File: src/design/bresenham_line_3d_stepper_core_defines.svh
// ----------------------------------------------------------------------------
// Assertion macros for the three-axis line stepper
// Concurrent checks that compile away when SYNTHESIS is defined.
// ----------------------------------------------------------------------------
`ifndef BRESENHAM_LINE_3D_STEPPER_CORE_DEFINES_SVH
`define BRESENHAM_LINE_3D_STEPPER_CORE_DEFINES_SVH
`ifndef SYNTHESIS
`define BL3D_ASSERT_IMP(lbl, clk, rstn, ante, cons) \
    lbl: assert property (@(posedge clk) disable iff (!rstn) (ante) |-> (cons)) \
        else $error("Stepper assertion failed.");
`define BL3D_ASSERT_NXT(lbl, clk, rstn, ante, cons) \
    lbl: assert property (@(posedge clk) disable iff (!rstn) (ante) |=> (cons)) \
        else $error("Stepper assertion failed.");
`else
`define BL3D_ASSERT_IMP(lbl, clk, rstn, ante, cons)
`define BL3D_ASSERT_NXT(lbl, clk, rstn, ante, cons)
`endif
`endif

File: src/design/bl3d_pkg.sv
// ----------------------------------------------------------------------------
// Line stepper package
// Axis and request codes, the control struct and the minor axis mapping.
// ----------------------------------------------------------------------------
package bl3d_pkg;

    typedef logic [1:0] axis_t;

    localparam axis_t AXIS_X = 2'd0;
    localparam axis_t AXIS_Y = 2'd1;
    localparam axis_t AXIS_Z = 2'd2;

    localparam logic REQ_LOAD = 1'b0;
    localparam logic REQ_TICK = 1'b1;

    typedef struct packed {
        logic [2:0] dir;
        axis_t      major;
    } bl3d_ctrl_t;

    function automatic axis_t minor_a(input axis_t major);
        axis_t res;
        begin
            case (major)
                AXIS_Y:  res = AXIS_X;
                default: res = AXIS_Y;
            endcase
            return res;
        end
    endfunction

    function automatic axis_t minor_b(input axis_t major);
        axis_t res;
        begin
            case (major)
                AXIS_Z:  res = AXIS_X;
                default: res = AXIS_Z;
            endcase
            return res;
        end
    endfunction

endpackage

File: src/design/bl3d_req_if.sv
// ----------------------------------------------------------------------------
// Request channel
// Carries load and tick transactions into the stepper.
// ----------------------------------------------------------------------------
interface bl3d_req_if #(
    parameter int COORD_BITS = 16
);
    logic                         valid;
    logic                         ready;
    logic                         req_type;
    logic signed [COORD_BITS-1:0] start_x;
    logic signed [COORD_BITS-1:0] start_y;
    logic signed [COORD_BITS-1:0] start_z;
    logic signed [COORD_BITS-1:0] end_x;
    logic signed [COORD_BITS-1:0] end_y;
    logic signed [COORD_BITS-1:0] end_z;

    modport source (
        output valid, req_type, start_x, start_y, start_z, end_x, end_y, end_z,
        input  ready
    );

    modport sink (
        input  valid, req_type, start_x, start_y, start_z, end_x, end_y, end_z,
        output ready
    );
endinterface

File: src/design/bl3d_res_if.sv
// ----------------------------------------------------------------------------
// Result channel
// Carries one result transaction for every request.
// ----------------------------------------------------------------------------
interface bl3d_res_if #(
    parameter int COORD_BITS = 16
);
    logic                         valid;
    logic                         ready;
    logic signed [COORD_BITS-1:0] pos_x;
    logic signed [COORD_BITS-1:0] pos_y;
    logic signed [COORD_BITS-1:0] pos_z;
    logic [2:0]                   step_mask;
    logic [2:0]                   dir_mask;
    logic                         stepped;
    logic                         last;
    logic                         busy_res;

    modport source (
        output valid, pos_x, pos_y, pos_z, step_mask, dir_mask, stepped, last, busy_res,
        input  ready
    );

    modport sink (
        input  valid, pos_x, pos_y, pos_z, step_mask, dir_mask, stepped, last, busy_res,
        output ready
    );
endinterface

File: src/design/bl3d_setup.sv
// ----------------------------------------------------------------------------
// Line setup
// Works out distances, directions, the driving axis and initial error terms.
// ----------------------------------------------------------------------------
module bl3d_setup #(
    parameter int COORD_BITS = 16
) (
    input  logic signed [COORD_BITS-1:0] start_pt [3],
    input  logic signed [COORD_BITS-1:0] end_pt [3],
    output logic [COORD_BITS:0]          delta_major,
    output logic [COORD_BITS+2:0]        two_delta_a,
    output logic [COORD_BITS+2:0]        two_delta_b,
    output logic signed [COORD_BITS+2:0] err_a,
    output logic signed [COORD_BITS+2:0] err_b,
    output bl3d_pkg::bl3d_ctrl_t         ctrl
);

    localparam int DW = COORD_BITS + 1;

    logic signed [DW-1:0] diff [3];
    logic [DW-1:0]        delta [3];
    logic [DW-1:0]        delta_a;
    logic [DW-1:0]        delta_b;

    always_comb
    begin
        for (int i = 0; i < 3; i++)
        begin
            diff[i]     = DW'(end_pt[i]) - DW'(start_pt[i]);
            delta[i]    = diff[i][DW-1] ? DW'(-diff[i]) : diff[i];
            ctrl.dir[i] = !(end_pt[i] > start_pt[i]);
        end

        if (delta[0] >= delta[1] && delta[0] >= delta[2])
        begin
            ctrl.major = bl3d_pkg::AXIS_X;
        end
        else if (delta[1] >= delta[2])
        begin
            ctrl.major = bl3d_pkg::AXIS_Y;
        end
        else
        begin
            ctrl.major = bl3d_pkg::AXIS_Z;
        end

        case (ctrl.major)
            bl3d_pkg::AXIS_Y:
            begin
                delta_major = delta[1];
                delta_a     = delta[0];
                delta_b     = delta[2];
            end
            bl3d_pkg::AXIS_Z:
            begin
                delta_major = delta[2];
                delta_a     = delta[1];
                delta_b     = delta[0];
            end
            default:
            begin
                delta_major = delta[0];
                delta_a     = delta[1];
                delta_b     = delta[2];
            end
        endcase

        two_delta_a = {1'b0, delta_a, 1'b0};
        two_delta_b = {1'b0, delta_b, 1'b0};
        err_a       = $signed(two_delta_a) - $signed({2'b00, delta_major});
        err_b       = $signed(two_delta_b) - $signed({2'b00, delta_major});
    end

endmodule

File: src/design/bresenham_line_3d_stepper_core.sv
// Requests pass through an input register, then an output register when it is free.
// One transaction per cycle unless results stall; the line state updates in a single pass.
// Each result is held in an output register while the next request is taken.
// Reset clears the position to the origin, all error terms and counts to zero,
// and leaves the stepper idle with the x axis as the driving axis.
// ----------------------------------------------------------------------------
// Three-axis line stepper core
// Loads a line between two points and issues one Bresenham step per tick while a line is active.
// ----------------------------------------------------------------------------
`include "bresenham_line_3d_stepper_core_defines.svh"

module bresenham_line_3d_stepper_core #(
    parameter int COORD_BITS = 16
) (
    input  logic       clk,
    input  logic       rst_n,
    bl3d_req_if.sink   req,
    bl3d_res_if.source res
);

    localparam int DW = COORD_BITS + 1;
    localparam int EW = COORD_BITS + 3;

    logic                         in_valid_reg;
    logic                         in_type_reg;
    logic signed [COORD_BITS-1:0] in_start_reg [3];
    logic signed [COORD_BITS-1:0] in_end_reg [3];

    logic signed [COORD_BITS-1:0] pos_reg [3];
    logic signed [COORD_BITS-1:0] pos_next [3];
    logic [EW-1:0]                two_dmaj_reg, two_dmaj_next;
    logic [EW-1:0]                two_da_reg, two_da_next;
    logic [EW-1:0]                two_db_reg, two_db_next;
    logic signed [EW-1:0]         err_a_reg, err_a_next;
    logic signed [EW-1:0]         err_b_reg, err_b_next;
    logic [DW-1:0]                steps_left_reg, steps_left_next;
    bl3d_pkg::bl3d_ctrl_t         ctrl_reg, ctrl_next;
    logic                         active_reg, active_next;

    logic                         out_valid_reg;
    logic signed [COORD_BITS-1:0] out_pos_reg [3];
    logic [2:0]                   out_step_reg, out_step_next;
    logic                         out_stepped_reg, out_stepped_next;
    logic                         out_last_reg, out_last_next;
    logic                         out_busy_reg;
    logic [2:0]                   out_dir_reg;

    logic                         req_acc;
    logic                         fire;

    logic [DW-1:0]                su_delta_major;
    logic [EW-1:0]                su_two_da;
    logic [EW-1:0]                su_two_db;
    logic signed [EW-1:0]         su_err_a;
    logic signed [EW-1:0]         su_err_b;
    bl3d_pkg::bl3d_ctrl_t         su_ctrl;

    bl3d_pkg::axis_t              ax_a;
    bl3d_pkg::axis_t              ax_b;
    logic                         a_moves;
    logic                         b_moves;
    logic [2:0]                   tick_mask;

    assign fire      = in_valid_reg && (!out_valid_reg || res.ready);
    assign req_acc   = req.valid && req.ready;
    assign req.ready = !in_valid_reg || fire;

    bl3d_setup #(
        .COORD_BITS (COORD_BITS)
    ) u_setup (
        .start_pt    (in_start_reg),
        .end_pt      (in_end_reg),
        .delta_major (su_delta_major),
        .two_delta_a (su_two_da),
        .two_delta_b (su_two_db),
        .err_a       (su_err_a),
        .err_b       (su_err_b),
        .ctrl        (su_ctrl)
    );

    assign ax_a      = bl3d_pkg::minor_a(ctrl_reg.major);
    assign ax_b      = bl3d_pkg::minor_b(ctrl_reg.major);
    assign a_moves   = !err_a_reg[EW-1];
    assign b_moves   = !err_b_reg[EW-1];
    assign tick_mask = (3'b001 << ctrl_reg.major)
                     | (a_moves ? (3'b001 << ax_a) : 3'b000)
                     | (b_moves ? (3'b001 << ax_b) : 3'b000);

    always_comb
    begin
        pos_next         = pos_reg;
        two_dmaj_next    = two_dmaj_reg;
        two_da_next      = two_da_reg;
        two_db_next      = two_db_reg;
        err_a_next       = err_a_reg;
        err_b_next       = err_b_reg;
        steps_left_next  = steps_left_reg;
        ctrl_next        = ctrl_reg;
        active_next      = active_reg;
        out_step_next    = 3'b000;
        out_stepped_next = 1'b0;
        out_last_next    = 1'b0;

        if (in_type_reg == bl3d_pkg::REQ_LOAD)
        begin
            pos_next        = in_start_reg;
            two_dmaj_next   = {1'b0, su_delta_major, 1'b0};
            two_da_next     = su_two_da;
            two_db_next     = su_two_db;
            err_a_next      = su_err_a;
            err_b_next      = su_err_b;
            steps_left_next = su_delta_major;
            ctrl_next       = su_ctrl;
            active_next     = (su_delta_major != '0);
            out_last_next   = (su_delta_major == '0);
        end
        else if (active_reg)
        begin
            for (int i = 0; i < 3; i++)
            begin
                if (tick_mask[i])
                begin
                    pos_next[i] = pos_reg[i]
                                + (ctrl_reg.dir[i] ? {COORD_BITS{1'b1}} : COORD_BITS'(1));
                end
            end
            err_a_next       = err_a_reg - (a_moves ? two_dmaj_reg : '0) + two_da_reg;
            err_b_next       = err_b_reg - (b_moves ? two_dmaj_reg : '0) + two_db_reg;
            steps_left_next  = steps_left_reg - DW'(1);
            active_next      = (steps_left_reg != DW'(1));
            out_step_next    = tick_mask;
            out_stepped_next = 1'b1;
            out_last_next    = (steps_left_reg == DW'(1));
        end
    end

    always_ff @(posedge clk or negedge rst_n)
    begin
        if (!rst_n)
        begin
            in_valid_reg   <= 1'b0;
            out_valid_reg  <= 1'b0;
            active_reg     <= 1'b0;
            ctrl_reg       <= '0;
            steps_left_reg <= '0;
            two_dmaj_reg   <= '0;
            two_da_reg     <= '0;
            two_db_reg     <= '0;
            err_a_reg      <= '0;
            err_b_reg      <= '0;
            for (int i = 0; i < 3; i++)
            begin
                pos_reg[i] <= '0;
            end
        end
        else
        begin
            if (req_acc)
            begin
                in_valid_reg <= 1'b1;
            end
            else if (fire)
            begin
                in_valid_reg <= 1'b0;
            end

            if (fire)
            begin
                out_valid_reg <= 1'b1;
            end
            else if (res.ready)
            begin
                out_valid_reg <= 1'b0;
            end

            if (fire)
            begin
                active_reg     <= active_next;
                ctrl_reg       <= ctrl_next;
                steps_left_reg <= steps_left_next;
                two_dmaj_reg   <= two_dmaj_next;
                two_da_reg     <= two_da_next;
                two_db_reg     <= two_db_next;
                err_a_reg      <= err_a_next;
                err_b_reg      <= err_b_next;
                pos_reg        <= pos_next;
            end
        end
    end

    always_ff @(posedge clk)
    begin
        if (req_acc)
        begin
            in_type_reg     <= req.req_type;
            in_start_reg[0] <= req.start_x;
            in_start_reg[1] <= req.start_y;
            in_start_reg[2] <= req.start_z;
            in_end_reg[0]   <= req.end_x;
            in_end_reg[1]   <= req.end_y;
            in_end_reg[2]   <= req.end_z;
        end

        if (fire)
        begin
            out_pos_reg     <= pos_next;
            out_step_reg    <= out_step_next;
            out_stepped_reg <= out_stepped_next;
            out_last_reg    <= out_last_next;
            out_busy_reg    <= active_next;
        end
    end

    // The direction mask is captured with each result so that a later load
    // cannot change a result that is still waiting.
    always_ff @(posedge clk)
    begin
        if (fire)
        begin
            out_dir_reg <= ctrl_next.dir;
        end
    end

    assign res.valid     = out_valid_reg;
    assign res.pos_x     = out_pos_reg[0];
    assign res.pos_y     = out_pos_reg[1];
    assign res.pos_z     = out_pos_reg[2];
    assign res.step_mask = out_step_reg;
    assign res.dir_mask  = out_dir_reg;
    assign res.stepped   = out_stepped_reg;
    assign res.last      = out_last_reg;
    assign res.busy_res  = out_busy_reg;

    `BL3D_ASSERT_IMP(a_active_matches_count, clk, rst_n, 1'b1, active_reg == (steps_left_reg != '0))
    `BL3D_ASSERT_NXT(a_idle_tick_no_step, clk, rst_n, fire && in_type_reg == bl3d_pkg::REQ_TICK && !active_reg, out_step_reg == 3'b000 && !out_stepped_reg)
    `BL3D_ASSERT_IMP(a_last_excludes_busy, clk, rst_n, out_valid_reg, !(out_last_reg && out_busy_reg))
    `BL3D_ASSERT_IMP(a_stepped_matches_mask, clk, rst_n, out_valid_reg, out_stepped_reg == (out_step_reg != 3'b000))

endmodule

File: src/flat_wrapper.sv
// flat-port wrapper written by rule: the top's interface ports become plain ports
module bresenham_line_3d_stepper_core_flat 
#(
    parameter int COORD_BITS = 16
)
  (clk, rst_n, req_valid, req_req_type, req_start_x, req_start_y, req_start_z, req_end_x, req_end_y, req_end_z, req_ready, res_valid, res_pos_x, res_pos_y, res_pos_z, res_step_mask, res_dir_mask, res_stepped, res_last, res_busy_res, res_ready);
  bl3d_req_if #(.COORD_BITS(COORD_BITS)) req_i ();
  bl3d_res_if #(.COORD_BITS(COORD_BITS)) res_i ();
  input  logic clk;
  input  logic rst_n;
  input wire logic [$bits(req_i.valid)-1:0] req_valid;
  input wire logic [$bits(req_i.req_type)-1:0] req_req_type;
  input wire logic [$bits(req_i.start_x)-1:0] req_start_x;
  input wire logic [$bits(req_i.start_y)-1:0] req_start_y;
  input wire logic [$bits(req_i.start_z)-1:0] req_start_z;
  input wire logic [$bits(req_i.end_x)-1:0] req_end_x;
  input wire logic [$bits(req_i.end_y)-1:0] req_end_y;
  input wire logic [$bits(req_i.end_z)-1:0] req_end_z;
  output wire logic [$bits(req_i.ready)-1:0] req_ready;
  output wire logic [$bits(res_i.valid)-1:0] res_valid;
  output wire logic [$bits(res_i.pos_x)-1:0] res_pos_x;
  output wire logic [$bits(res_i.pos_y)-1:0] res_pos_y;
  output wire logic [$bits(res_i.pos_z)-1:0] res_pos_z;
  output wire logic [$bits(res_i.step_mask)-1:0] res_step_mask;
  output wire logic [$bits(res_i.dir_mask)-1:0] res_dir_mask;
  output wire logic [$bits(res_i.stepped)-1:0] res_stepped;
  output wire logic [$bits(res_i.last)-1:0] res_last;
  output wire logic [$bits(res_i.busy_res)-1:0] res_busy_res;
  input wire logic [$bits(res_i.ready)-1:0] res_ready;
  assign req_i.valid = req_valid;
  assign req_i.req_type = req_req_type;
  assign req_i.start_x = req_start_x;
  assign req_i.start_y = req_start_y;
  assign req_i.start_z = req_start_z;
  assign req_i.end_x = req_end_x;
  assign req_i.end_y = req_end_y;
  assign req_i.end_z = req_end_z;
  assign req_ready = req_i.ready;
  assign res_valid = res_i.valid;
  assign res_pos_x = res_i.pos_x;
  assign res_pos_y = res_i.pos_y;
  assign res_pos_z = res_i.pos_z;
  assign res_step_mask = res_i.step_mask;
  assign res_dir_mask = res_i.dir_mask;
  assign res_stepped = res_i.stepped;
  assign res_last = res_i.last;
  assign res_busy_res = res_i.busy_res;
  assign res_i.ready = res_ready;
  bresenham_line_3d_stepper_core #(.COORD_BITS(COORD_BITS)) u_core (.clk(clk), .rst_n(rst_n), .req(req_i), .res(res_i));
endmodule
File: config.mk
export PLATFORM = sky130hd
export DESIGN_NAME = bresenham_line_3d_stepper_core_flat
export DESIGN_NICKNAME = d
export VERILOG_FILES = /design/src/design/bl3d_pkg.sv /design/src/design/bl3d_req_if.sv /design/src/design/bl3d_res_if.sv /design/src/design/bl3d_setup.sv /design/src/design/bresenham_line_3d_stepper_core.sv /design/src/flat_wrapper.sv
export VERILOG_INCLUDE_DIRS = /design/src /design/src/design
export SDC_FILE = /design/constraint.sdc
export NUM_CORES = 1
export LEC_CHECK = 0
export ABC_AREA = 1
export BUFFER_PORTS_ARGS = -buffer_cell sky130_fd_sc_hd__buf_2
export CAP_MARGIN = 0
export CORE_MARGIN = 10
export CORE_UTILIZATION = 60
export CTS_BUF_LIST = sky130_fd_sc_hd__clkbuf_4 sky130_fd_sc_hd__clkbuf_8 sky130_fd_sc_hd__clkbuf_16
export CTS_CLUSTER_DIAMETER = 100
export DETAILED_ROUTE_END_ITERATION = 12
export GPL_ROUTABILITY_DRIVEN = 1
export PLACE_DENSITY = 0.82
export REMOVE_ABC_BUFFERS = 1
export SLEW_MARGIN = 20
export SYNTH_ARGS = -nofsm -noshare
export SYNTH_HDL_FRONTEND = slang
export SYNTH_SLANG_ARGS = --single-unit
File: constraint.sdc
create_clock -name clk -period 18.65 [get_ports clk]
set_input_delay 0 -clock clk [delete_from_list [all_inputs] [get_ports clk]]
set_output_delay 0 -clock clk [all_outputs]
set_load 0.01 [all_outputs]
==> flow_metrics.py <==
metrics = {
    "global_route": {
        "antenna_found_initial": 2,
        "grt_pass1_wl_um": 117100,
        "grt_pass1_vias": 22943,
        "grt_overflow": 0,
        "grt_usage_pct": 28.94,
        "grt_max_degree": 93,
    },
    "route": {
        "first_pass_iters": 8,
        "viasPerCell": 5.749,
        "wl_um": 72720,
        "ant_nets": 0,
        "drc": 0,
        "via_count": 23023,
        "drtIter0Drc": 2409,
        "wl_per_cell_um": 18.16,
    },
    "clock_network": {
        "cts_buffers": 36,
        "htreeDepth": 2,
        "post_cts_resized": 0,
        "post_cts_buffers": 0,
        "cts_tree": "done",
        "clk_latency_ns": 0.56,
        "clkSinkCount": 314,
        "ctsLongestPathBuffers": 3,
        "cts_root_buf": "clkbuf_16",
        "path_clk_slew_ns": 0.06,
    },
    "worst_hold_path": {
        "min_to": "u_core.in_start_reg[46]",
        "hold_depth": 2,
        "min-delay-start": "req_start_x[14]",
        "hp-class": "input pin to register",
    },
    "die": {
        "coreArea_mm2": 0.03982,
        "dieHeight_um": 221.1,
        "ios": 160,
        "rows": 73,
        "die_w_um": 221.1,
        "die-area_mm2": 0.04889,
        "start_util_pct": 60.93,
    },
    "worst_setup_path": {
        "cp_max_fo": 31,
        "r2r-start": "u_core.in_start_reg[16]",
        "cp.required_ns": 19.10,
        "crit_buf_inv": 8,
        "r2r_end": "u_core.err_a_reg[18]",
        "r2r_cells": 52,
        "cp.arrival_ns": 8.98,
        "cpMostUsedCell": "nor2_1",
        "cpMaxStageDelayCell": "nor3_1",
        "crit_path_max_incr_delay_ns": 0.57,
        "setup.worst_path.start_class": "register",
        "r2r_setup_slack_ns": 10.12,
        "path_class": "register to register",
        "critPathLaunch": "u_core.in_start_reg[16]",
        "cpLargestDelayFamily": "simple AND/OR/NAND/NOR gates",
        "endpoint_kind": "register",
    },
    "synth": {
        "synthFlopType": "dfrtp_1",
        "async_flop_share_pct": 50.96,
        "synth_cell_types": 61,
        "syn_inst": 3221,
        "avgSynthCellArea_um2": 7.533,
        "synth_edf_count": 154,
        "seq_area_frac_synth_pct": 35.56,
        "synth_seq_cells": 314,
        "synth.cell_area_mm2": 0.02426,
        "synth_warnings": 0,
    },
    "flow_run": {
        "drv_cap": 0,
    },
    "outcome": {
        "status": "finished clean",
    },
    "timing": {
        "finalMaxSlewViolations": 0,
        "hold_viol_final": 0,
        "max_freq_mhz": 117.3,
        "fin_tns_setup_ns": 0,
        "tightest_slew_ns": 0.9952,
        "min_period_ns": 8.526,
        "clock-skew-final_ns": 0.01803,
        "max_slew_margin_pct": 33.49,
        "post-route-period-util_pct": 45.72,
        "rsz0062_at_grt": "no",
        "finalSetupViolCount": 0,
    },
    "cells_and_area": {
        "syn2layout_area_growth_pct": 14.43,
        "fin_cells": 4005,
        "nets": 3802,
        "drive_above_1_share_pct": 9.172,
    },
    "place": {
        "dp_hpwl_um": 51780,
        "dp.cells": 3836,
        "finalWeightedCongestion": 0.9976,
        "io_buffers": 159,
    },
}
[through the flow]
stage | hold slack, ns | setup slack [ns] | cell area [um^2] | utilization [%]
global route | 0.1502 | 9.120 | 27770 | 69.72
finish | 0.1481 | 10.12 | 27770 | 69.72
CTS | 0.1250 | 10.17 | 27760 | 69.71
detailed placement | -0.01511 | 10.25 | 25490 | 64.01
floorplan | -0.2956 | 11.51 | 23900 | -
global placement | -0.02386 | 10.51 | 25480 | 63.99
[metal layers]
metal  up-vias  track usage [%]  part of all wire [%]
li1      10946                -                     -
met1     10780            36.87                    41
met2      1100            48.22                    47
met3       197            4.482                   8.3
met4         0            11.91                   3.8
met5         -                0                     0
[synth_stat cells (19+ instances only)]
cell type	number	area share [%]
dfrtp_1	160	17
ha_1	206	11
nor2_1	222	3.4
nor3_1	25	0.52
inv_1	551	8.5
nand3_1	144	3.0
clkbuf_1	54	0.84
nand4_1	22	0.57
edfxtp_1	154	19
nand2_2	24	0.62
fa_1	44	3.6
a21oi_1	215	4.4
nand2_1	738	11
xnor2_1	19	0.69
xor2_1	78	2.8
o21ai_0	356	7.3
[layout make-up]
class | count | area [um^2]
diodes | 2 | 5.005
multi-input cells | 2255 | 13160
flip-flops and latches | 314 | 8628
fillers | 3177 | 12060
repair buffers | 275 | 1938
well taps | 525 | 656.9
inverters | 569 | 2142
clock buffers | 49 | 1066
clock inverters | 16 | 172.7
[how the worst max path moves through the flow]
| stage | endpoint | depth (start not counted) |
|---|---|---|
| after floorplan | u_core.err_b_reg[16] | 55 |
| final | u_core.err_a_reg[18] | 52 |
| after global placement | u_core.err_a_reg[16] | 52 |
| after detailed placement | u_core.err_a_reg[18] | 52 |
| after CTS | u_core.err_a_reg[18] | 52 |
| after global routing | u_core.err_b_reg[18] | 53 |
[cells by family after synthesis]
| group | count (synthesis) | synth area share [%] |
|---|---|---|
| fa+ha+maj | 250 | 14.25 |
| buf+inv | 652 | 10.31 |
| simple gates | 1225 | 21.10 |
| flops | 314 | 35.56 |
| compound gates | 683 | 15.28 |
| xor+xnor | 97 | 3.501 |
[cell usage in the layout, fill, tap and decap left out, types with 19 or more instances in the layout]
cell and n:
nor2_1 220, nand2_2 24, clkbuf_16 37, inv_1 549, nand3_1 144, xor2_1 78, ha_1 206, dlygate4sd3_1 101
fa_1 44, a21oi_1 215, buf_2 158, nand4_1 22, xnor2_1 19, edfxtp_1 154, nand2_1 738, o21ai_0 356
nor3_1 25, dfrtp_1 160
[timing repair]
item	in CTS	in global routing
setup endpoints to repair	0	0
endpoints found under the hold margin	147	0
hold buffers	102	0
Power is not shown: default switching activity piles up to over one toggle a cycle in this logic, so the estimate is an artifact.
